==> src/rtl/core/mbb_pkg.sv <==
// ----------------------------------------------------------------------------
// mbb_pkg: shared types and constants of the masked 3x3 box blur
// Row-slot store layout, controller states and the controller/datapath bus.
// ----------------------------------------------------------------------------
package mbb_pkg;

  localparam int unsigned MaxWidth  = 1024;
  localparam int unsigned MaxHeight = 4096;
  localparam int unsigned ColW      = $clog2(MaxWidth);       // 10
  localparam int unsigned RowW      = $clog2(MaxHeight);      // 12
  localparam int unsigned WidthRegW = 11;
  localparam int unsigned HeightRegW = 13;
  localparam int unsigned CfgW      = 13;
  localparam int unsigned AddrW     = ColW + 2;               // slot, column
  localparam int unsigned WordW     = 25;
  localparam int unsigned SumW      = 12;                     // 9 * 255 < 4096
  localparam int unsigned LagW      = ColW + 2;

  localparam logic [0:0] CfgIdxWidth  = 1'b0;
  localparam logic [0:0] CfgIdxHeight = 1'b1;

  localparam logic FuncPixel = 1'b0;
  localparam logic FuncDrain = 1'b1;

  typedef enum logic [2:0] {
    StIdle,
    StRead,
    StAcc,
    StDiv,
    StOut
  } state_e;

  typedef struct packed {
    logic             clr;       // clear sums
    logic             acc;       // add current tap to sums
    logic             div_start;
    logic             ld_pass;   // latch center word, passed through when blur is off
    logic             ld_out;    // load the output register
  } dp_cmd_t;

  typedef struct packed {
    logic div_busy;
  } dp_sts_t;

endpackage

==> src/rtl/core/mbb_ctrl.sv <==
// ----------------------------------------------------------------------------
// mbb_ctrl: frame counters, lag tracking and per-result tap sequencer
// Walks the center and all nine taps of the 3x3 window in turn, adding the in-bounds ones.
// ----------------------------------------------------------------------------
module mbb_ctrl (
  input  logic                              clk_i,
  input  logic                              rst_ni,
  input  logic                              cfg_we_i,
  input  logic [0:0]                        cfg_idx_i,
  input  logic [mbb_pkg::CfgW-1:0]          cfg_data_i,
  input  logic                              in_valid_i,
  output logic                              in_stall_o,
  input  logic                              func_i,
  input  logic [mbb_pkg::WordW-1:0]         in_word_i,
  output logic                              out_valid_o,
  input  logic                              out_stall_i,
  output logic                              frame_end_o,
  output logic                              wr_en_o,
  output logic [mbb_pkg::AddrW-1:0]         wr_addr_o,
  output logic [mbb_pkg::WordW-1:0]         wr_data_o,
  output logic [mbb_pkg::AddrW-1:0]         rd_addr_o,
  output mbb_pkg::dp_cmd_t                  cmd_o,
  output logic [3:0]                        den_o,
  input  mbb_pkg::dp_sts_t                  sts_i
);

  localparam int unsigned ColW = mbb_pkg::ColW;
  localparam int unsigned RowW = mbb_pkg::RowW;
  localparam int unsigned LagW = mbb_pkg::LagW;

  mbb_pkg::state_e state_q, state_d;

  logic [mbb_pkg::WidthRegW-1:0]  wreg_q;
  logic [mbb_pkg::HeightRegW-1:0] hreg_q;
  logic [ColW:0] w_eff;    // 1..1024
  logic [RowW:0] h_eff;    // 1..4096
  logic [ColW-1:0] icol_q, icol_d, ocol_q, ocol_d;
  logic [RowW-1:0] irow_q, irow_d, orow_q, orow_d;
  logic [LagW-1:0] lag_q, lag_d;
  logic            done_q, done_d;
  logic [3:0]      tap_q, tap_d;   // 0 = center, then 1..9 raster taps
  logic [3:0]      cnt_q, cnt_d;
  logic            fe_q, fe_d;
  logic            out_vld_q, out_vld_d;
  logic            fe_out_q, fe_out_d;

  always_comb begin
    w_eff = (wreg_q == '0) ? (ColW+1)'(1)
          : (wreg_q > mbb_pkg::WidthRegW'(mbb_pkg::MaxWidth))
            ? (ColW+1)'(mbb_pkg::MaxWidth) : wreg_q[ColW:0];
    h_eff = (hreg_q == '0) ? (RowW+1)'(1)
          : (hreg_q > mbb_pkg::HeightRegW'(mbb_pkg::MaxHeight))
            ? (RowW+1)'(mbb_pkg::MaxHeight) : hreg_q[RowW:0];
  end

  // tap geometry
  logic signed [ColW+1:0] tc;
  logic signed [RowW+1:0] tr;
  logic                   tap_ok;
  logic [1:0]             dr, dc;
  always_comb begin
    dr = 2'd1; dc = 2'd1;
    case (tap_q)
      4'd1: begin dr = 2'd0; dc = 2'd0; end
      4'd2: begin dr = 2'd0; dc = 2'd1; end
      4'd3: begin dr = 2'd0; dc = 2'd2; end
      4'd4: begin dr = 2'd1; dc = 2'd0; end
      4'd6: begin dr = 2'd1; dc = 2'd2; end
      4'd7: begin dr = 2'd2; dc = 2'd0; end
      4'd8: begin dr = 2'd2; dc = 2'd1; end
      4'd9: begin dr = 2'd2; dc = 2'd2; end
      default: begin end   // center
    endcase
    tr = (RowW+2)'(orow_q) + (RowW+2)'(dr) - (RowW+2)'(1);
    tc = (ColW+2)'(ocol_q) + (ColW+2)'(dc) - (ColW+2)'(1);
    tap_ok = (tr >= 0) && (tc >= 0) &&
             (tr < $signed({1'b0, h_eff})) && (tc < $signed({1'b0, w_eff}));
    rd_addr_o = {tr[1:0], tc[ColW-1:0]};
  end

  logic in_acc, out_acc, pix, drain_go, emit_pix;
  assign out_valid_o = out_vld_q;
  assign in_acc   = in_valid_i && !in_stall_o;
  assign out_acc  = out_valid_o && !out_stall_i;
  assign pix      = in_acc && func_i == mbb_pkg::FuncPixel && !done_q;
  assign drain_go = in_acc && func_i == mbb_pkg::FuncDrain && done_q && lag_q != '0;
  assign emit_pix = pix && ({1'b0, lag_q} + 1'b1 > (LagW+1)'(w_eff) + 1'b1);

  assign wr_en_o   = pix;
  assign wr_addr_o = {irow_q[1:0], icol_q};
  assign wr_data_o = in_word_i;
  assign den_o     = cnt_q;
  assign frame_end_o = fe_out_q;

  always_comb begin
    state_d = state_q;
    icol_d = icol_q; irow_d = irow_q; ocol_d = ocol_q; orow_d = orow_q;
    lag_d = lag_q; done_d = done_q; tap_d = tap_q; cnt_d = cnt_q; fe_d = fe_q;
    out_vld_d = out_vld_q; fe_out_d = fe_out_q;
    if (out_acc) out_vld_d = 1'b0;
    cmd_o = '0;
    in_stall_o  = (state_q != mbb_pkg::StIdle);
    case (state_q)
      mbb_pkg::StIdle: begin
        if (pix) begin
          lag_d = lag_q + 1'b1;
          if (32'(icol_q) + 1 >= 32'(w_eff)) begin
            icol_d = '0;
            if (32'(irow_q) + 1 >= 32'(h_eff)) begin
              irow_d = '0; done_d = 1'b1;
            end else irow_d = irow_q + 1'b1;
          end else icol_d = icol_q + 1'b1;
        end
        if (emit_pix || drain_go) begin
          state_d = mbb_pkg::StRead;
          tap_d = 4'd0;
          cnt_d = '0;
          cmd_o.clr = 1'b1;
        end
      end
      mbb_pkg::StRead: begin
        // read issued for tap_q; data is valid next cycle
        state_d = mbb_pkg::StAcc;
      end
      mbb_pkg::StAcc: begin
        if (tap_q == 4'd0) cmd_o.ld_pass = 1'b1;
        else if (tap_ok) begin
          cmd_o.acc = 1'b1;
          cnt_d = cnt_q + 1'b1;
        end
        if (tap_q == 4'd9) begin
          state_d = mbb_pkg::StDiv;
        end else begin
          tap_d = tap_q + 1'b1;
          state_d = mbb_pkg::StRead;
        end
      end
      mbb_pkg::StDiv: begin
        // cnt_q final on entry; start once, then wait
        if (tap_q == 4'd9) begin
          cmd_o.div_start = 1'b1;
          tap_d = 4'd10;
        end else if (!sts_i.div_busy) begin
          state_d = mbb_pkg::StOut;
          if (lag_q != '0) lag_d = lag_q - 1'b1;
          fe_d = 1'b0;
          if (32'(ocol_q) + 1 >= 32'(w_eff)) begin
            ocol_d = '0;
            if (32'(orow_q) + 1 >= 32'(h_eff)) begin
              fe_d = 1'b1;
              orow_d = '0; icol_d = '0; irow_d = '0; lag_d = '0; done_d = 1'b0;
            end else orow_d = orow_q + 1'b1;
          end else ocol_d = ocol_q + 1'b1;
        end
      end
      mbb_pkg::StOut: begin
        // load once the output register is free or leaving this cycle
        if (!out_vld_q || out_acc) begin
          cmd_o.ld_out = 1'b1;
          out_vld_d = 1'b1;
          fe_out_d = fe_q;
          state_d = mbb_pkg::StIdle;
        end
      end
      default: state_d = mbb_pkg::StIdle;
    endcase
  end

  always_ff @(posedge clk_i or negedge rst_ni) begin
    if (!rst_ni) begin
      state_q <= mbb_pkg::StIdle;
      wreg_q <= mbb_pkg::WidthRegW'(mbb_pkg::MaxWidth);
      hreg_q <= mbb_pkg::HeightRegW'(1);
      icol_q <= '0; irow_q <= '0; ocol_q <= '0; orow_q <= '0;
      lag_q <= '0; done_q <= 1'b0; tap_q <= '0; cnt_q <= '0; fe_q <= 1'b0;
    end else if (cfg_we_i) begin
      if (cfg_idx_i == mbb_pkg::CfgIdxWidth) wreg_q <= cfg_data_i[mbb_pkg::WidthRegW-1:0];
      else                                   hreg_q <= cfg_data_i;
      state_q <= mbb_pkg::StIdle;
      icol_q <= '0; irow_q <= '0; ocol_q <= '0; orow_q <= '0;
      lag_q <= '0; done_q <= 1'b0;
    end else begin
      state_q <= state_d;
      icol_q <= icol_d; irow_q <= irow_d; ocol_q <= ocol_d; orow_q <= orow_d;
      lag_q <= lag_d; done_q <= done_d; tap_q <= tap_d; cnt_q <= cnt_d; fe_q <= fe_d;
    end
  end

  always_ff @(posedge clk_i or negedge rst_ni) begin
    if (!rst_ni) begin
      out_vld_q <= 1'b0;
      fe_out_q  <= 1'b0;
    end else begin
      out_vld_q <= out_vld_d;
      fe_out_q  <= fe_out_d;
    end
  end

  // lag reaches width+2 while the result that brings it back is computed
  a_lag_bound: assert property (@(posedge clk_i) disable iff (!rst_ni)
    32'(lag_q) <= 32'(w_eff) + 2) else $error("lag beyond width+2");
  a_no_write_busy: assert property (@(posedge clk_i) disable iff (!rst_ni)
    state_q != mbb_pkg::StIdle |-> !wr_en_o) else $error("store write while busy");
  a_div_count: assert property (@(posedge clk_i) disable iff (!rst_ni)
    state_q == mbb_pkg::StOut |-> cnt_q >= 4'd1 && cnt_q <= 4'd9)
    else $error("bad tap count");
  a_out_hold: assert property (@(posedge clk_i) disable iff (!rst_ni)
    out_valid_o && out_stall_i |=> out_valid_o)
    else $error("stalled result beat dropped");

endmodule

==> config.mk <==
export PLATFORM = sky130hd
export DESIGN_NAME = mbb_ctrl
export DESIGN_NICKNAME = d
export VERILOG_FILES = /design/src/rtl/core/mbb_pkg.sv /design/src/rtl/core/mbb_ctrl.sv
export SDC_FILE = /design/constraint.sdc
export NUM_CORES = 1
export LEC_CHECK = 0
export ABC_AREA = 1
export BUFFER_PORTS_ARGS = -buffer_cell sky130_fd_sc_hd__buf_4
export CORE_ASPECT_RATIO = 0.75
export CORE_MARGIN = 2
export CORE_UTILIZATION = 35
export CTS_BUF_LIST = sky130_fd_sc_hd__clkbuf_8 sky130_fd_sc_hd__clkbuf_16
export DETAILED_ROUTE_END_ITERATION = 6
export GPL_ROUTABILITY_DRIVEN = 0
export SLEW_MARGIN = 20
export SYNTH_ARGS = -nofsm -noshare
export SYNTH_HDL_FRONTEND = slang
export SYNTH_SLANG_ARGS = --single-unit
==> constraint.sdc <==
create_clock -name clk_i -period 5.23 [get_ports clk_i]
set_input_delay 1.046 -clock clk_i [delete_from_list [all_inputs] [get_ports clk_i]]
set_output_delay 1.046 -clock clk_i [all_outputs]
set_load 0.01 [all_outputs]
==> flow_summary.html, run 1 <==
<table>
<tr><th>Metric</th><th>Value</th></tr>
<tr><th colspan="2">Timing</th></tr>
<tr><td>Actual transition at the worst max-transition pin</td><td>0.908 ns</td></tr>
<tr><td>Max Freq</td><td>between 150 and 200 MHz</td></tr>
<tr><td>Minimum clock period</td><td>5.56 ns</td></tr>
<tr><td>Setup violators final</td><td>1</td></tr>
<tr><td>Relative slew slack</td><td>between 30% and 40%</td></tr>
<tr><td>Setup repair after global routing missed its margin</td><td>true</td></tr>
<tr><td>Skew final</td><td>~0.012 ns</td></tr>
<tr><td>PnR worst setup slack</td><td>-0.331 ns</td></tr>
<tr><td>Number of max-slew violations in the final report</td><td>0</td></tr>
<tr><td>Hold_ws</td><td>0.506 ns</td></tr>
<tr><td>Final worst-path cycle share</td><td>106%</td></tr>
<tr><td>Final Hold Viols</td><td>0</td></tr>
<tr><th colspan="2">Detailed routing</th></tr>
<tr><td>Violation count after the first detailed-route iteration</td><td>602</td></tr>
<tr><td>Vias after detailed routing</td><td>8261</td></tr>
<tr><td>Count of nets left with antenna violations after detail routing</td><td>0</td></tr>
<tr><td>DR vias/cell</td><td>5.05</td></tr>
<tr><td>Average wire per standard cell</td><td>15.4 um</td></tr>
<tr><td>DRC violations left</td><td>0</td></tr>
<tr><td>Total wirelength of the detailed-routed design</td><td>25.2 mm</td></tr>
<tr><td>TritonRoute pass-1 iters</td><td>6</td></tr>
<tr><th colspan="2">GRT</th></tr>
<tr><td>Aggregate global routing overflow</td><td>0</td></tr>
<tr><td>Initial antenna violation count</td><td>0</td></tr>
<tr><td>Tot GR Track Use</td><td>about a fifth</td></tr>
<tr><td>Pin count of the biggest net entering global routing</td><td>between 60 and 70</td></tr>
<tr><td>Wire length of the first global-routing pass</td><td>between 40 and 50 mm</td></tr>
<tr><td>Number of global-route vias before repair</td><td>7638</td></tr>
<tr><th colspan="2">Synthesis</th></tr>
<tr><td>Number of enable flip-flop cells after synthesis</td><td>0</td></tr>
<tr><td>Share of the yosys chip area belonging to registers</td><td>26.3%</td></tr>
<tr><td>Gate count after technology mapping</td><td>1210</td></tr>
<tr><td>Number of register bits inferred by synthesis</td><td>95</td></tr>
<tr><td>Distinct cell type count after synthesis</td><td>52</td></tr>
<tr><td>Cell type contributing the most total cell area after synthesis</td><td>dfrtp_1</td></tr>
<tr><td>Most common flop cell mapped by yosys</td><td>dfrtp_1</td></tr>
<tr><td>Share of the synthesized area in the top cell type</td><td>between 20 and 30%</td></tr>
<tr><td>Most instantiated library cell after synthesis</td><td>nand2_1</td></tr>
<tr><td>Number of nets in the synthesized netlist</td><td>1396</td></tr>
<tr><td>Top cells by count, synth</td><td>222 x nand2_1, 174 x inv_1, 138 x ha_1, 97 x nor2_1, 93 x dfrtp_1</td></tr>
<tr><td>Cell types occupying the most area after synthesis</td><td>dfrtp_1 26%, ha_1 19%, nand2_1 9.2%</td></tr>
<tr><td>Syn avg cell area</td><td>7.48 um2</td></tr>
<tr><td>Syn Std Cell Area</td><td>between 0.009 and 0.01 mm2</td></tr>
<tr><td>Count of synthesis-stage warnings from yosys</td><td>0</td></tr>
<tr><td>Fraction of registers with async set or reset after synthesis</td><td>100%</td></tr>
<tr><th colspan="2">Status</th></tr>
<tr><td>Violated checks</td><td>setup timing</td></tr>
<tr><td>Status</td><td>complete, but fails checks</td></tr>
<tr><th colspan="2">Power</th></tr>
<tr><td>Static leakage</td><td>5.67 nW</td></tr>
<tr><td>Switching power total</td><td>1.79 mW</td></tr>
<tr><td>Part of the total power dissipated in combinational logic</td><td>58.1%</td></tr>
<tr><td>Relative contribution of the clock network to total power</td><td>17.0%</td></tr>
<tr><td>Sequential fraction of design power</td><td>24.9%</td></tr>
<tr><td>Switching portion of total power</td><td>~45%</td></tr>
<tr><td>Internal Pwr Total</td><td>2.22 mW</td></tr>
<tr><td>Power density over cell area</td><td>~380 mW/mm2</td></tr>
<tr><td>Sum of internal, switching and leakage power</td><td>about 4 mW</td></tr>
<tr><td>VDD IR-drop max</td><td>0.197 mV</td></tr>
<tr><th colspan="2">Setup path</th></tr>
<tr><td>Delay of the slowest cell on the worst path</td><td>roughly 0.51 ns</td></tr>
<tr><td>Maximum fanout along the worst path</td><td>5</td></tr>
<tr><td>Slowest CP cell</td><td>dfrtp_1</td></tr>
<tr><td>Critical path required time</td><td>4.18 ns</td></tr>
<tr><td>Crit path arrival time</td><td>4.51 ns</td></tr>
<tr><td>Beginning of the worst register-to-register path</td><td>tap_q[3]</td></tr>
<tr><td>Crit Reg-Reg Endpoint</td><td>den_o[1]</td></tr>
<tr><td>Register-to-register path setup slack</td><td>0.73 ns</td></tr>
<tr><td>Category of the worst setup path capture point</td><td>primary output</td></tr>
<tr><td>Startpoint class of the critical path</td><td>flop</td></tr>
<tr><td>Most frequent cell on the critical path</td><td>inv_2</td></tr>
<tr><td>CP Class</td><td>flop to primary output</td></tr>
<tr><td>Depth of the worst register-to-register path</td><td>33</td></tr>
<tr><th colspan="2">Run</th></tr>
<tr><td>Max cap viols</td><td>0</td></tr>
<tr><th colspan="2">Placement</th></tr>
<tr><td>Placed cells</td><td>1597</td></tr>
<tr><td>Port Buffer Count</td><td>57</td></tr>
<tr><td>DP Wirelength</td><td>19.7 mm</td></tr>
<tr><th colspan="2">Floorplan</th></tr>
<tr><td>Die outline height</td><td>around 140 um</td></tr>
<tr><td>Site row count</td><td>50</td></tr>
<tr><td>Horiz. Die Dim</td><td>190 um</td></tr>
<tr><td>Num ports</td><td>roughly 110</td></tr>
<tr><td>Floorplan Core Area</td><td>0.0251 mm2</td></tr>
<tr><td>Die area</td><td>0.0272 mm2</td></tr>
<tr><td>Initial core utilization</td><td>36.0%</td></tr>
<tr><th colspan="2">Clock network</th></tr>
<tr><td>CTS clock-pin slew for the worst setup and hold paths</td><td>~0.07 ns</td></tr>
<tr><td>Worst-skew pair later-pin latency</td><td>roughly 0.37 ns</td></tr>
<tr><td>Cts bufs inserted</td><td>9</td></tr>
<tr><td>Cell at the root of the clock tree</td><td>clkbuf_16</td></tr>
<tr><td>TritonCTS clock tree</td><td>yes</td></tr>
<tr><td>Cts hold-fix bufs</td><td>0</td></tr>
<tr><td>CTS max path bufs</td><td>2</td></tr>
<tr><td>H-tree depth</td><td>3</td></tr>
<tr><td>Total number of clock tree sinks</td><td>95</td></tr>
<tr><th colspan="2">Worst hold path</th></tr>
<tr><td>Min-Delay Path Class</td><td>flop to flop</td></tr>
<tr><td>Launch instance of the worst min-delay path</td><td>fe_q</td></tr>
<tr><td>Hold Crit Depth</td><td>2</td></tr>
<tr><td>Worst hold path endpoint</td><td>fe_q</td></tr>
<tr><th colspan="2">Layout</th></tr>
<tr><td>Area growth from synthesis to layout</td><td>16.5%</td></tr>
<tr><td>Final net count</td><td>1479</td></tr>
<tr><td>Total inserted antenna cells</td><td>0</td></tr>
<tr><td>Post-route non-filler standard cell count</td><td>1636</td></tr>
<tr><td>Utilization after layout</td><td>41.9%</td></tr>
<tr><td>Ratio of cells with drive above 1 in the final layout</td><td>roughly 16%</td></tr>
</table>
-- state kept, by name, summed over array words and instances, names as in the netlist --
signal	count
hreg_q	13
irow_q	12
lag_q	12
orow_q	12
wreg_q	11
icol_q	10
ocol_q	10
den_o	4
tap_q	4
state_q	3
done_q	1
fe_q	1
frame_end_o	1
out_valid_o	1
-- worst max-delay path, delay by kind of cell, from the launching register on --
family,cells,cell delay (ns)
AOI/OAI and AO/OA,6,0.90
xor gates and xnor gates,1,0.16
adders and majority gates,4,0.97
buffers and inverters,9,0.81
DFF,1,0.51
and+or+nand+nor,10,0.79
-- cells in the final DEF, fill, tap and decap left out, types with 58 or more instances in the layout --
master,Yosys,layout
buf_4,27,112
nor2_1,97,97
inv_1,174,165
xor2_1,67,67
dfrtp_1,93,92
o21ai_0,61,58
nand2_1,222,215
nand3_1,70,66
ha_1,138,132
a21oi_1,74,72
-- power groups by stage --
stage	sequential, mW	combinational [mW]	clock, mW
5_1_grt	1.01	2.61	0.729
2_1_floorplan	0.952	1.41	0
3_5_place_dp	1.00	2.01	0
6_report	1.00	2.33	0.681
3_3_place_gp	1.00	1.99	0
4_1_cts	0.993	2.20	0.704
-- routing by layer --
metal | share of wire, % | up-vias | wire length (um) | GRT usage [%]
li1 | - | 4176 | - | -
met1 | 52 | 3821 | 13200 | 29.3
met2 | 40 | 247 | 9990 | 26.8
met3 | 7.3 | 17 | 1840 | 3.91
met4 | 0.72 | 0 | 181 | 3.26
met5 | 0 | - | 0 | 0
-- stage by stage --
| step | area, um2 | worst slack (ns) | setup TNS, ns |
|---|---|---|---|
| 3_3_place_gp | 9880 | -0.00193 | -0.00193 |
| 6_report | 10500 | -0.331 | -0.331 |
| 5_1_grt | 10500 | -0.588 | -0.588 |
| 3_5_place_dp | 9880 | -0.195 | -0.195 |
| 4_1_cts | 10400 | -0.310 | -0.310 |
| 2_1_floorplan | 9050 | 0.239 | 0 |
-- logic make-up after synthesis --
kind of cell	synth area share [%]
AOI/OAI and AO/OA	12.6
xor gates and xnor gates	7.44
adders and majority gates	19.5
buffers and inverters	10.5
DFF	26.3
muxes	0.249
other	0.0415
and+or+nand+nor	23.3
-- worst max-delay path by stage --
stage | from | depth (start not counted) | endpoint | slack (ns)
finish | tap_q[3] | 30 | cmd_o[3] | -0.33
global route | tap_q[0] | 32 | cmd_o[3] | -0.59
CTS | tap_q[0] | 27 | cmd_o[3] | -0.31
detailed placement | tap_q[0] | 31 | cmd_o[3] | -0.19
global placement | tap_q[0] | 31 | cmd_o[3] | -0.002
floorplan | tap_q[1] | 30 | cmd_o[3] | 0.24
-- timing repair --
action,4_1_cts,5_1_grt
buffers inserted,16,7
pin swaps,22,20
gates resized for setup,32,23
endpoints found under the setup margin,1,2
hold endpoints to repair,0,0
-- layout make-up --
class / count / area, um2
clock inverters: 7 / 66.3
repair buffers: 113 / 852
clock buffers: 9 / 225
multi-input cells: 891 / 5910
well taps: 338 / 423
fillers: 2564 / 14600
inverters: 183 / 687
flip-flops and latches: 95 / 2380
No activity file was read; power rests on OpenSTA's default activity.
==> run 2: changes to the inputs <==
CORE_UTILIZATION = 60   (was 35)
PLACE_DENSITY = 0.82   (was unset)
==> run 2 against run 1 <==
  * The run still ends with setup timing left
  * Clock power increased by 6.5%
  * Highest routed layer unchanged
  * Global-route usage is 11 points higher
  * Critical path depth unchanged
  * Die area down 41%
  * Combinational power down 5%
  * Register-to-register slack lost 0.05 ns
==> flow_summary.html, run 2 (synthesis gave the netlist of run 1 again) <==
<table>
<tr><th>Metric</th><th>Value</th></tr>
<tr><th colspan="2">Status</th></tr>
<tr><td>Status</td><td>complete, but fails checks (unchanged)</td></tr>
<tr><td>Violated checks</td><td>setup timing (unchanged)</td></tr>
<tr><th colspan="2">Setup path</th></tr>
<tr><td>Most frequent cell on the critical path</td><td>nand2_1 (was inv_2)</td></tr>
<tr><td>Crit path arrival time</td><td>4.60 ns (was 4.51 ns)</td></tr>
<tr><td>Maximum fanout along the worst path</td><td>4 (was 5)</td></tr>
<tr><td>Delay of the slowest cell on the worst path</td><td>0.47 ns (was 0.51 ns)</td></tr>
<tr><td>Startpoint class of the critical path</td><td>flop (unchanged)</td></tr>
<tr><td>CP Class</td><td>flop to primary output (unchanged)</td></tr>
<tr><td>Critical path required time</td><td>4.18 ns (about the same)</td></tr>
<tr><td>Category of the worst setup path capture point</td><td>primary output (unchanged)</td></tr>
<tr><td>Slowest CP cell</td><td>dfrtp_2 (was dfrtp_1)</td></tr>
<tr><th colspan="2">Timing</th></tr>
<tr><td>Max Freq</td><td>177 MHz (was 180 MHz)</td></tr>
<tr><td>Skew final</td><td>0.0106 ns (was 0.0121 ns)</td></tr>
<tr><td>Setup violators final</td><td>1 (unchanged)</td></tr>
<tr><td>Relative slew slack</td><td>41.6% (was 39.5%)</td></tr>
<tr><td>Final worst-path cycle share</td><td>108% (was 106%)</td></tr>
<tr><td>Minimum clock period</td><td>5.65 ns (was 5.56 ns)</td></tr>
<tr><td>Hold_ws</td><td>0.506 ns (about the same)</td></tr>
<tr><td>Final-layout setup total negative slack</td><td>-0.420 ns (was -0.331 ns)</td></tr>
<tr><td>Final Hold Viols</td><td>0 (unchanged)</td></tr>
<tr><td>Actual transition at the worst max-transition pin</td><td>0.876 ns (was 0.908 ns)</td></tr>
<tr><td>Number of max-slew violations in the final report</td><td>0 (unchanged)</td></tr>
<tr><td>PnR worst setup slack</td><td>-0.420 ns (was -0.331 ns)</td></tr>
<tr><td>Setup repair after global routing missed its margin</td><td>true (unchanged)</td></tr>
<tr><th colspan="2">Floorplan</th></tr>
<tr><td>Floorplan Core Area</td><td>0.0146 mm2 (was 0.0251 mm2)</td></tr>
<tr><td>Horiz. Die Dim</td><td>146 um (was 190 um)</td></tr>
<tr><td>Num ports</td><td>108 (unchanged)</td></tr>
<tr><td>Die outline height</td><td>110 um (was 143 um)</td></tr>
<tr><td>Initial core utilization</td><td>62.0% (was 36.0%)</td></tr>
<tr><td>Site row count</td><td>38 (was 50)</td></tr>
<tr><td>Die area</td><td>0.0161 mm2 (was 0.0272 mm2)</td></tr>
<tr><th colspan="2">Detailed routing</th></tr>
<tr><td>Total wirelength of the detailed-routed design</td><td>23.7 mm (was 25.2 mm)</td></tr>
<tr><td>DRC violations left</td><td>0 (unchanged)</td></tr>
<tr><td>DR vias/cell</td><td>5.76 (was 5.05)</td></tr>
<tr><td>Average wire per standard cell</td><td>16.1 um (was 15.4 um)</td></tr>
<tr><td>Vias after detailed routing</td><td>8497 (was 8261)</td></tr>
<tr><td>Count of nets left with antenna violations after detail routing</td><td>0 (unchanged)</td></tr>
<tr><td>TritonRoute pass-1 iters</td><td>7 (was 6)</td></tr>
<tr><td>Violation count after the first detailed-route iteration</td><td>659 (was 602)</td></tr>
<tr><th colspan="2">Layout</th></tr>
<tr><td>Area used by sequential logic in the layout</td><td>0.00238 mm2 (about the same)</td></tr>
<tr><td>Filler cells</td><td>1199 (was 2564)</td></tr>
<tr><td>Max reg flops</td><td>13 (unchanged)</td></tr>
<tr><td>Total inserted antenna cells</td><td>0 (unchanged)</td></tr>
<tr><td>Most common library cell in the layout ignoring fill and taps</td><td>nand2_1 (unchanged)</td></tr>
<tr><td>Commonest cells after routing, fill and taps aside</td><td>219 x nand2_1, 167 x inv_1, 132 x ha_1, 97 x nor2_1, 91 x dfrtp_1 (was 215 x nand2_1, 165 x inv_1, 132 x ha_1, 112 x buf_4, 97 x nor2_1)</td></tr>
<tr><td>Ratio of cells with drive above 1 in the final layout</td><td>13.8% (was 15.9%)</td></tr>
<tr><td>Post-route design area</td><td>0.0102 mm2 (was 0.0105 mm2)</td></tr>
<tr><td>Register with the highest flop count</td><td>hreg_q (unchanged)</td></tr>
<tr><td>Post-route non-filler standard cell count</td><td>1475 (was 1636)</td></tr>
<tr><td>Area growth from synthesis to layout</td><td>12.4% (was 16.5%)</td></tr>
<tr><td>Final net count</td><td>1456 (was 1479)</td></tr>
<tr><td>Area taken by multi-input logic gates</td><td>0.00585 mm2 (was 0.00591 mm2)</td></tr>
<tr><th colspan="2">Clock network</th></tr>
<tr><td>Worst-skew pair later-pin latency</td><td>0.37 ns (about the same)</td></tr>
<tr><td>H-tree depth</td><td>3 (unchanged)</td></tr>
<tr><td>Cell at the root of the clock tree</td><td>clkbuf_16 (unchanged)</td></tr>
<tr><td>CTS max path bufs</td><td>2 (unchanged)</td></tr>
<tr><td>TritonCTS clock tree</td><td>yes (unchanged)</td></tr>
<tr><td>CTS clock-pin slew for the worst setup and hold paths</td><td>0.07 ns (about the same)</td></tr>
<tr><td>Cts bufs inserted</td><td>9 (unchanged)</td></tr>
<tr><td>Cts hold-fix bufs</td><td>0 (unchanged)</td></tr>
<tr><td>Total number of clock tree sinks</td><td>95 (unchanged)</td></tr>
<tr><th colspan="2">Power</th></tr>
<tr><td>Static leakage</td><td>5.53 nW (was 5.67 nW)</td></tr>
<tr><td>Sum of internal, switching and leakage power</td><td>3.92 mW (was 4.01 mW)</td></tr>
<tr><td>VDD IR-drop max</td><td>0.252 mV (was 0.197 mV)</td></tr>
<tr><td>Power density over cell area</td><td>386 mW/mm2 (was 381 mW/mm2)</td></tr>
<tr><th colspan="2">Run</th></tr>
<tr><td>Max cap viols</td><td>0 (unchanged)</td></tr>
<tr><th colspan="2">Placement</th></tr>
<tr><td>Port Buffer Count</td><td>57 (unchanged)</td></tr>
<tr><td>Placed cells</td><td>1444 (was 1597)</td></tr>
<tr><td>Post-placement cell area</td><td>0.00959 mm2 (was 0.00988 mm2)</td></tr>
<tr><td>DP Wirelength</td><td>17.9 mm (was 19.7 mm)</td></tr>
<tr><th colspan="2">GRT</th></tr>
<tr><td>Wire length of the first global-routing pass</td><td>38.7 mm (was 40.3 mm)</td></tr>
<tr><td>Tot GR Track Use</td><td>30.2% (was 18.9%)</td></tr>
<tr><td>Pin count of the biggest net entering global routing</td><td>64 (was 67)</td></tr>
<tr><td>Aggregate global routing overflow</td><td>0 (unchanged)</td></tr>
<tr><td>Number of global-route vias before repair</td><td>7952 (was 7638)</td></tr>
<tr><td>Initial antenna violation count</td><td>0 (unchanged)</td></tr>
<tr><th colspan="2">Worst hold path</th></tr>
<tr><td>Min-Delay Path Class</td><td>flop to flop (unchanged)</td></tr>
</table>
-- run 2: cell count changes in the layout (fill, tap and decap cells not counted), sizes merged --
cell	before	now
clkinv	5	7
clkinvlp	2	0
buf	113	90
-- run 2: layout make-up --
cell class | instances | share of cell area [%]
tap | 200 | 2.46
inverter | 183 | 6.78
multi-input combinational | 891 | 57.5
clock buffer | 9 | 2.22
timing repair buffer | 90 | 6.65
clock inverter | 7 | 0.911
sequential | 95 | 23.4
-- run 2: routing by layer --
metal / routed length, um / global-route usage, % / up-vias
li1: - / - / 4117
met4: 306 / 8.05 / 0
met1: 11300 / 43.4 / 3961
met3: 2090 / 6.34 / 39
met5: 0 / 0 / -
met2: 10100 / 46.6 / 380
-- run 2: power by group --
group          switching [mW]  internal (mW)
clock                   0.342          0.383
sequential              0.152          0.842
combinational            1.29          0.912
total                    1.79           2.14
-- run 2: critical path, delay by kind of cell, from the launching register on --
kind | cells | cell delay (ns)
XOR/XNOR | 1 | 0.16
AO/OA/AOI/OAI | 7 | 0.98
AND/OR/NAND/NOR | 11 | 0.95
flip-flops | 1 | 0.47
adder cells (fa/ha/maj) | 5 | 1.23
buffers and inverters | 6 | 0.42
-- run 2: path summary, 6_finish.rpt --
path / slack (ns) / cells past startpoint / start / end
setup reg to reg: 0.68 / 33 / tap_q[0] / den_o[3]
hold reg to reg: 0.51 / 2 / fe_q / fe_q
setup / recovery: -0.42 / 30 / tap_q[0] / cmd_o[3]
max in group asynchronous: 3.46 / 2 / rst_ni / hreg_q[7]
min in group asynchronous: 0.80 / 1 / rst_ni / den_o[0]
hold / removal: 0.51 / 2 / fe_q / fe_q
-- run 2: repair_timing --
action | CTS | global route
pin swaps | 20 | 21
setup endpoints to repair | 1 | 2
setup buffers | 8 | 7
cloned | 0 | 0
resized for setup | 27 | 14
-- run 2: metrics by stage --
stage                     util [%]  setup WS, ns
after floorplan                  -         0.239
after global placement        65.7       0.00564
after detailed placement      65.7        -0.142
after CTS                     68.8        -0.321
after global routing          69.6        -0.613
final                         69.6        -0.420
==> run 3: changes to the inputs <==
CAP_MARGIN = 10   (was unset)
TNS_END_PERCENT = 50   (was unset)
==> run 3 against run 2 <==
  * Final cell count fell by 0.20%
  * Design area down 0.22%
  * The run still ends with setup timing left
  * First-iteration DRC count is 10% higher
  * Largest cell class unchanged
  * Total power decreased by 0.20%
  * Die area did not move
  * Largest power group unchanged
  * Sequential share of layout area up 0.052 points
  * Hold slack gained 0.0013 ns
  * Setup slack improved by 0.045 ns
  * Critical path depth unchanged
  * Register-to-register slack better by 0.04 ns
  * Maximum frequency up 0.80%
==> flow_summary.html, run 3 (synthesis gave the netlist of run 1 again) <==
<table>
<tr><th>Metric</th><th>Value</th></tr>
<tr><th colspan="2">Status</th></tr>
<tr><td>Status</td><td>complete, but fails checks (unchanged)</td></tr>
<tr><td>Violated checks</td><td>setup timing (unchanged)</td></tr>
<tr><th colspan="2">Layout</th></tr>
<tr><td>Final net count</td><td>1453 (was 1456)</td></tr>
<tr><td>Max reg flops</td><td>13 (unchanged)</td></tr>
<tr><td>Area growth from synthesis to layout</td><td>12.1% (was 12.4%)</td></tr>
<tr><td>Register with the highest flop count</td><td>hreg_q (unchanged)</td></tr>
<tr><td>Most common library cell in the layout ignoring fill and taps</td><td>nand2_1 (unchanged)</td></tr>
<tr><td>Filler cells</td><td>1209 (was 1199)</td></tr>
<tr><td>Total inserted antenna cells</td><td>0 (unchanged)</td></tr>
<tr><td>Ratio of cells with drive above 1 in the final layout</td><td>13.5% (was 13.8%)</td></tr>
<tr><td>Post-route non-filler standard cell count</td><td>1472 (was 1475)</td></tr>
<tr><td>Commonest cells after routing, fill and taps aside</td><td>219 x nand2_1, 168 x inv_1, 132 x ha_1, 97 x nor2_1, 91 x dfrtp_1 (was 219 x nand2_1, 167 x inv_1, 132 x ha_1, 97 x nor2_1, 91 x dfrtp_1)</td></tr>
<tr><th colspan="2">Timing</th></tr>
<tr><td>Setup repair after global routing missed its margin</td><td>true (unchanged)</td></tr>
<tr><td>Setup violators final</td><td>1 (unchanged)</td></tr>
<tr><td>Relative slew slack</td><td>42.4% (was 41.6%)</td></tr>
<tr><td>Max Freq</td><td>178 MHz (was 177 MHz)</td></tr>
<tr><td>Skew final</td><td>0.0104 ns (was 0.0106 ns)</td></tr>
<tr><td>Actual transition at the worst max-transition pin</td><td>0.864 ns (was 0.876 ns)</td></tr>
<tr><td>Final Hold Viols</td><td>0 (unchanged)</td></tr>
<tr><td>PnR worst setup slack</td><td>-0.376 ns (was -0.420 ns)</td></tr>
<tr><td>Final-layout setup total negative slack</td><td>-0.376 ns (was -0.420 ns)</td></tr>
<tr><td>Final worst-path cycle share</td><td>107% (was 108%)</td></tr>
<tr><td>Number of max-slew violations in the final report</td><td>0 (unchanged)</td></tr>
<tr><td>Minimum clock period</td><td>5.61 ns (was 5.65 ns)</td></tr>
<tr><th colspan="2">Clock network</th></tr>
<tr><td>Worst-skew pair later-pin latency</td><td>0.37 ns (about the same)</td></tr>
<tr><td>Total number of clock tree sinks</td><td>95 (unchanged)</td></tr>
<tr><td>Cell at the root of the clock tree</td><td>clkbuf_16 (unchanged)</td></tr>
<tr><td>Cts bufs inserted</td><td>9 (unchanged)</td></tr>
<tr><td>H-tree depth</td><td>3 (unchanged)</td></tr>
<tr><td>CTS max path bufs</td><td>2 (unchanged)</td></tr>
<tr><td>CTS clock-pin slew for the worst setup and hold paths</td><td>0.07 ns (about the same)</td></tr>
<tr><td>Cts hold-fix bufs</td><td>0 (unchanged)</td></tr>
<tr><td>TritonCTS clock tree</td><td>yes (unchanged)</td></tr>
<tr><th colspan="2">Setup path</th></tr>
<tr><td>Worst path bufs/invs</td><td>6 (unchanged)</td></tr>
<tr><td>Category of the worst setup path capture point</td><td>primary output (unchanged)</td></tr>
<tr><td>Startpoint class of the critical path</td><td>flop (unchanged)</td></tr>
<tr><td>Delay of the slowest cell on the worst path</td><td>0.47 ns (about the same)</td></tr>
<tr><td>Most frequent cell on the critical path</td><td>nand2_1 (unchanged)</td></tr>
<tr><td>Family with the most delay on the worst path</td><td>adder cells (unchanged)</td></tr>
<tr><td>CP Class</td><td>flop to primary output (unchanged)</td></tr>
<tr><td>Crit path arrival time</td><td>4.56 ns (was 4.60 ns)</td></tr>
<tr><td>Maximum fanout along the worst path</td><td>4 (unchanged)</td></tr>
<tr><td>Critical path required time</td><td>4.18 ns (about the same)</td></tr>
<tr><td>Slowest CP cell</td><td>dfrtp_2 (unchanged)</td></tr>
<tr><th colspan="2">Detailed routing</th></tr>
<tr><td>DR vias/cell</td><td>5.74 (was 5.76)</td></tr>
<tr><td>TritonRoute pass-1 iters</td><td>5 (was 7)</td></tr>
<tr><td>DRC violations left</td><td>0 (unchanged)</td></tr>
<tr><td>Vias after detailed routing</td><td>8454 (was 8497)</td></tr>
<tr><td>Total length of routed met2 wires</td><td>10.0 mm (was 10.1 mm)</td></tr>
<tr><td>Met1 Routed Length</td><td>11.2 mm (was 11.3 mm)</td></tr>
<tr><td>Count of nets left with antenna violations after detail routing</td><td>0 (unchanged)</td></tr>
<tr><td>Average wire per standard cell</td><td>16.1 um (about the same)</td></tr>
<tr><td>Violation count after the first detailed-route iteration</td><td>727 (was 659)</td></tr>
<tr><td>Wire length on met3</td><td>2.12 mm (was 2.09 mm)</td></tr>
<tr><td>Total wirelength of the detailed-routed design</td><td>23.7 mm (about the same)</td></tr>
<tr><td>Highest routing layer actually used</td><td>met4 (unchanged)</td></tr>
<tr><th colspan="2">Floorplan</th></tr>
<tr><td>Die outline height</td><td>110 um (unchanged)</td></tr>
<tr><td>Floorplan Core Area</td><td>0.0146 mm2 (unchanged)</td></tr>
<tr><td>Site row count</td><td>38 (unchanged)</td></tr>
<tr><td>Horiz. Die Dim</td><td>146 um (unchanged)</td></tr>
<tr><td>Initial core utilization</td><td>62.0% (unchanged)</td></tr>
<tr><td>Die area</td><td>0.0161 mm2 (unchanged)</td></tr>
<tr><td>Num ports</td><td>108 (unchanged)</td></tr>
<tr><th colspan="2">Power</th></tr>
<tr><td>Sum of internal, switching and leakage power</td><td>3.92 mW (about the same)</td></tr>
<tr><td>Part of the total power dissipated in combinational logic</td><td>56.1% (was 56.2%)</td></tr>
<tr><td>Sequential fraction of design power</td><td>25.3% (about the same)</td></tr>
<tr><td>Static leakage</td><td>5.52 nW (was 5.53 nW)</td></tr>
<tr><td>Power density over cell area</td><td>386 mW/mm2 (about the same)</td></tr>
<tr><td>VDD IR-drop max</td><td>0.253 mV (was 0.252 mV)</td></tr>
<tr><td>Switching portion of total power</td><td>45.5% (about the same)</td></tr>
<tr><td>Relative contribution of the clock network to total power</td><td>18.5% (about the same)</td></tr>
<tr><td>Switching power total</td><td>1.78 mW (was 1.79 mW)</td></tr>
<tr><td>Internal Pwr Total</td><td>2.13 mW (was 2.14 mW)</td></tr>
<tr><th colspan="2">GRT</th></tr>
<tr><td>Initial antenna violation count</td><td>0 (unchanged)</td></tr>
<tr><td>Aggregate global routing overflow</td><td>0 (unchanged)</td></tr>
<tr><td>Pin count of the biggest net entering global routing</td><td>64 (unchanged)</td></tr>
<tr><td>Wire length of the first global-routing pass</td><td>38.7 mm (unchanged)</td></tr>
<tr><td>Tot GR Track Use</td><td>30.2% (unchanged)</td></tr>
<tr><td>Number of global-route vias before repair</td><td>7952 (unchanged)</td></tr>
<tr><th colspan="2">Placement</th></tr>
<tr><td>DP Wirelength</td><td>17.9 mm (unchanged)</td></tr>
<tr><td>Placed cells</td><td>1444 (unchanged)</td></tr>
<tr><td>Port Buffer Count</td><td>57 (unchanged)</td></tr>
<tr><th colspan="2">Worst hold path</th></tr>
<tr><td>Min-Delay Path Class</td><td>flop to flop (unchanged)</td></tr>
<tr><th colspan="2">Run</th></tr>
<tr><td>Max cap viols</td><td>0 (unchanged)</td></tr>
</table>
[run 3: what timing repair did]
action	in CTS	in global routing
resized for setup	27	13
setup endpoints to repair	1	2
pin swaps	20	20
setup buffers	8	4
[run 3: cell type report]
type | instances | area, um2 | area share (%)
Multi-Input combinational cell | 891 | 5850 | 57.7
Sequential cell | 95 | 2380 | 23.5
Inverter | 183 | 689 | 6.80
Timing Repair Buffer | 87 | 653 | 6.44
Tap cell | 200 | 250 | 2.47
Clock buffer | 9 | 225 | 2.22
Clock inverter | 7 | 92.6 | 0.913
[run 3: worst paths after layout]
path	start	endpoint	slack (ns)	cells past startpoint
min in group asynchronous	rst_ni	den_o[0]	0.80	1
worst max register to register	tap_q[0]	den_o[3]	0.72	33
worst min-delay path	fe_q	fe_q	0.51	2
worst max-delay path	tap_q[0]	cmd_o[3]	-0.38	30
max in group asynchronous	rst_ni	hreg_q[7]	3.47	2
worst min register to register	fe_q	fe_q	0.51	2
[run 3: worst min-delay path, cell delays in order, from the launching register on]
cell and delay (ns):
dfrtp_1 0.35, nand2_1 0.05, o21ai_0 0.07
[run 3: power by group through the flow]
stage               sequential, mW  clock [mW]  combinational [mW]
floorplan                    0.952           0                1.41
global placement             0.993           0                1.88
CTS                          0.983       0.733                2.09
global route                  1.01       0.761                2.44
finish                       0.993       0.725                2.20
detailed placement           0.997           0                1.94
[run 3: metal layers]
layer  vias to the layer above  global-route usage (%)
met1                      3936                    43.4
met3                        36                    6.34
met4                         0                    8.05
met2                       367                    46.6
li1                       4115                       -
met5                         -                       0
[run 3: metrics by stage]
step / worst slack, ns / utilization, % / hold slack, ns / area, um2
3_5_place_dp: -0.142 / 65.7 / 0.477 / 9590
5_1_grt: -0.606 / 69.5 / 0.544 / 10100
3_3_place_gp: 0.00564 / 65.7 / 0.480 / 9590
4_1_cts: -0.321 / 68.8 / 0.501 / 10000
2_1_floorplan: 0.239 / - / 0.448 / 9050
6_report: -0.376 / 69.5 / 0.507 / 10100
